==> src/hdl/gkwm_ram.sv <==
`timescale 1ns / 1ps
// ----------------------------------------------------------------------------
// gkwm_ram
// generic simple dual port ram, one write and one registered read port
// ----------------------------------------------------------------------------
module gkwm_ram #(
    parameter int WIDTH = 8,
    parameter int DEPTH = 16
) (
    input  logic                     clk,
    input  logic                     we,
    input  logic [$clog2(DEPTH)-1:0] waddr,
    input  logic [WIDTH-1:0]         wdata,
    input  logic [$clog2(DEPTH)-1:0] raddr,
    output logic [WIDTH-1:0]         rdata
);

    logic [WIDTH-1:0] mem [DEPTH];

    always_ff @(posedge clk)
    begin
        if (we)
        begin
            mem[waddr] <= wdata;
        end
        rdata <= mem[raddr];
    end

endmodule

==> config.mk <==
export PLATFORM = sky130hd
export DESIGN_NAME = gkwm_ram
export DESIGN_NICKNAME = d
export VERILOG_FILES = /design/src/hdl/gkwm_ram.sv
export SDC_FILE = /design/constraint.sdc
export NUM_CORES = 1
export LEC_CHECK = 0
export ABC_AREA = 0
export BUFFER_PORTS_ARGS = -buffer_cell sky130_fd_sc_hd__buf_2
export CAP_MARGIN = 10
export CORE_AREA = 2 2 105 97
export CTS_BUF_LIST = sky130_fd_sc_hd__clkbuf_16
export DETAILED_ROUTE_END_ITERATION = 16
export DIE_AREA = 0 0 107 99
export PLACE_DENSITY = 0.76
export SLEW_MARGIN = 20
export SYNTH_ARGS = -nofsm -noshare
export SYNTH_HDL_FRONTEND = slang
export SYNTH_SLANG_ARGS = --single-unit
==> constraint.sdc <==
create_clock -name clk -period 5.97 [get_ports clk]
set_input_delay 1.194 -clock clk [delete_from_list [all_inputs] [get_ports clk]]
set_output_delay 1.194 -clock clk [all_outputs]
set_load 0.01 [all_outputs]
### Yosys cells after proc, flatten, opt, wreduce, memory -nomap -nowiden

Memories as Yosys holds them, arrays and structs flattened. A register that Yosys moved wholly into a read port is not among the register bits.
Index checks and enable logic that the tools add are counted.

| storage, ports and cells | value |
|---|---|
| input bits | 18 |
| memories kept | 1 |
| bits in writable memories | 128 |
| output and inout port bits | 8 |
| register bits after elaboration | 0 |

| cells by class | value |
|---|---|
| mux-type cells | 2 |

Memories:

| memory | words | width | rd ports | clocked after Yosys merged registers in | write ports | line | RTL |
|---|---|---|---|---|---|---|---|
| mem | 16 | 8 | 1 | 1 | 1 | 18 | `logic [WIDTH-1:0] mem [DEPTH];` |

Operator list:

| operator | number |
|---|---|
| 1-bit 2-to-1 mux | 2 |

### Logic depth before layout (Yosys ltp)

| logic depth | value |
|---|---|
| depth after elaboration | 2 |
| depth in mapped cells | 5 |

### Least setup slack after synthesis

Ideal clock, no wire load.

| timing | value |
|---|---|
| path kind | input to register |
| from | input waddr[2] |
| to | memory mem[0][0], enable pin |
| library setup time | 0.383 ns |
| setup slack | 3.283 ns |
| cell stages on the path | 2 |
| path buffers | 0 |
| arrival | 2.304 ns |
| data required time | 5.587 ns |
| cells stage by stage | or3b_2 -> nor3_1 |

RTL lines:

| item | line | RTL |
|---|---|---|
| start, declared | 12 | `input logic [$clog2(DEPTH)-1:0] waddr,` |
| end, declared | 18 |  |

No word-level cell before the write port.

==> metrics <==
outcome complete, no violations; Cells after Synth 229; Nets 283; Final ANT Viol Nets 0; Psw 0.439 mW; reg2reg start mem[9][2]$_DFFE_PP_; leakage dissipation 1.98 nW; critical path endpoint category flip-flop; Die Wd 107 µm; largest net degree at the start of global routing 33; Clock Tree Buf Depth 2; fmax 358 MHz; Compound-Gate Fraction of Synth Area 2.33%; Core ar. 0.00949 mm²; PD cells 368 mW/mm²; Min-Delay Path Depth 3; Clock Latency Late Sink 0.41 ns; hold_buf cts 0; TritonRoute pass-1 iters 5; Post-Syn Nets 247; EDFF count, synth 128; Yosys cell types 19; Post-CTS Resized 0; Synth area leader edfxtp_1; Setup CP Type input pin to flip-flop; clk root buf clkbuf_16; vias per inst 5.91; largest family of logic cells by synthesized area multiplexers; Yosys Warn Count 0; post-synthesis sequential area ratio 77.8%; Cell Int Power 1.76 mW; Worst Hold Class flip-flop to flip-flop; Hold Crit Start mem[4][2]$_DFFE_PP_; Diodes inserted 0; initial antenna violation count 0; minimum clock period 2.80 ns; Hold EP rdata[2]$_DFF_P_; CP required 6.25 ns; post-synth top area share 74.7%; H-tree depth 4; Placed Instance Area 0.00537 mm²; Synth Register Bits 136; Peak VDD IR 0.202 mV; CTS Buf Count 17; # setup viols final 0; port bufs 25; initial drt markers 207; Detail Placement HPWL 5.91 mm; WP data arrival 3.08 ns; relative slew slack 32.7%; Setup Skew 0.0115 ns; Syn-to-layout area delta 15.7%; initial core utilization 54.3%; fill cell count 629; RePlAce Congestion 0.730; Reg power frac 49.0%; area share of fa/ha/maj cells after synthesis 0%; CTS tree done; fraction of synthesized area in multiplexers 15.0%; Fin. Hold Viols 0; Max-Cap Viols 0; final max-slew violation count 0; CTS clk-pin slew, worst paths 0.06 ns; Post-Route WL 9.92 mm; Net Sw Frac 20.0%; FF-to-FF End rdata[2]$_DFF_P_; Area contributors post-synth edfxtp_1, mux4_2, mux4_1; vias 2,389; Sum Neg Setup Slack 0 ns; top cells by count, synth edfxtp_1, mux4_2, a22oi_1, mux4_1, nor2_1; GRT overflow 0; # clock sinks 136; Comb power frac 4.3%; first-pass GRT wire length 15.1 mm; maximum net fanout on the critical path 32; # rows 34; design area 0.00596 mm²; R2R depth 3; vias in the first global route 2,473; share of cells above drive strength 1 27.3%; die footprint 0.0106 mm²; FFs w/ async S/R, synth 0%; DRC viols 0; flop2flop setup slack 4.53 ns; startpoint types input pin; Clock power frac 46.7%; synthesized area 0.00515 mm²; number of I/O pins 26; RSZ-0062 raised after global routing no; worst slew pin tran 1.01 ns; wire per inst 24.5 µm; count leader, synth edfxtp_1; Die Y-Extent 99 µm; post-synthesis simple-gate area fraction 3.18%; average size of a mapped cell 22.5 µm²; Synth Flop Type edfxtp_1; fin crit share 46.8%; Post-CTS Repair Setup Buffers 0; Overall Global Routing Usage 20.9%; XOR/XNOR Fraction of Synth Area 0%
logic make-up after synthesis:
kind of cell,count (synthesis)
buffers and inverters,10
AOI/OAI and AO/OA,16
DFF,136
and+or+nand+nor,35
muxes,32
flip-flops by register name, indices dropped and copies added (netlist names):
register  count
rdata         8
mem         128
area by class of cell:
cell class                 instances  area, µm²  share of cell area, %
timing repair buffer              27        140                   2.35
multi-input combinational         83       1070                   17.9
tap                              126        158                   2.65
clock buffer                      17        425                   7.14
clock inverter                    15        161                   2.71
sequential                       136       4000                   67.2
layer usage:
metal	vias to the layer above	wire, µm	global-route usage (%)
met5	-	0	0
met4	0	176	7.39
met3	14	696	5.95
met2	87	5070	34.0
met1	1242	3970	27.3
li1	1046	-	-
worst max-delay path: stages:
cell	delay, ns
buf_2	0.75
mux4_1	0.65
a22oi_1	0.37
nand2_1	0.08
power groups by stage:
stage	Sequential, mW	Clock, mW	Combinational, mW
3_3_place_gp	1.09	0	0.0914
3_5_place_dp	1.10	0	0.0947
4_1_cts	1.08	1.03	0.0961
5_1_grt	1.08	1.08	0.103
6_report	1.08	1.02	0.0944
2_1_floorplan	1.09	0	0.0542
stage by stage:
stage	hold slack, ns	setup slack [ns]	power (mW)	instances	utilization, %
global route	0.692	3.10	2.26	404	62.8
finish	0.659	3.17	2.19	404	62.8
floorplan	0.629	3.28	1.15	229	-
detailed placement	0.652	2.74	1.19	372	56.6
global placement	0.647	2.72	1.18	372	56.5
CTS	0.662	3.17	2.20	404	62.8
worst max-delay path by stage:
stage / endpoint / slack [ns] / from
after CTS: rdata[2]$_DFF_P_ / 3.17 / raddr[0]
final: rdata[2]$_DFF_P_ / 3.17 / raddr[0]
after global routing: rdata[5]$_DFF_P_ / 3.10 / raddr[0]
after detailed placement: rdata[2]$_DFF_P_ / 2.74 / raddr[0]
after floorplan: mem[0][0]$_DFFE_PP_ / 3.28 / waddr[2]
after global placement: mem[0][4]$_DFFE_PP_ / 2.72 / waddr[2]
cell usage in the layout, fill, tap and decap left out, drive strengths merged:
master and instances:
inv 2, edfxtp 128, nor2 13, mux4 32, clkinvlp 5, clkinv 5
and2 1, nand2b 2, nor3 4, or3b 1, nor2b 1, bufinv 3
nand2 9, buf 27, nand3 1, nand3b 2, a22oi 16, and2b 1
dfxtp 8, clkbuf 17
(Power assumes the default switching activity.)
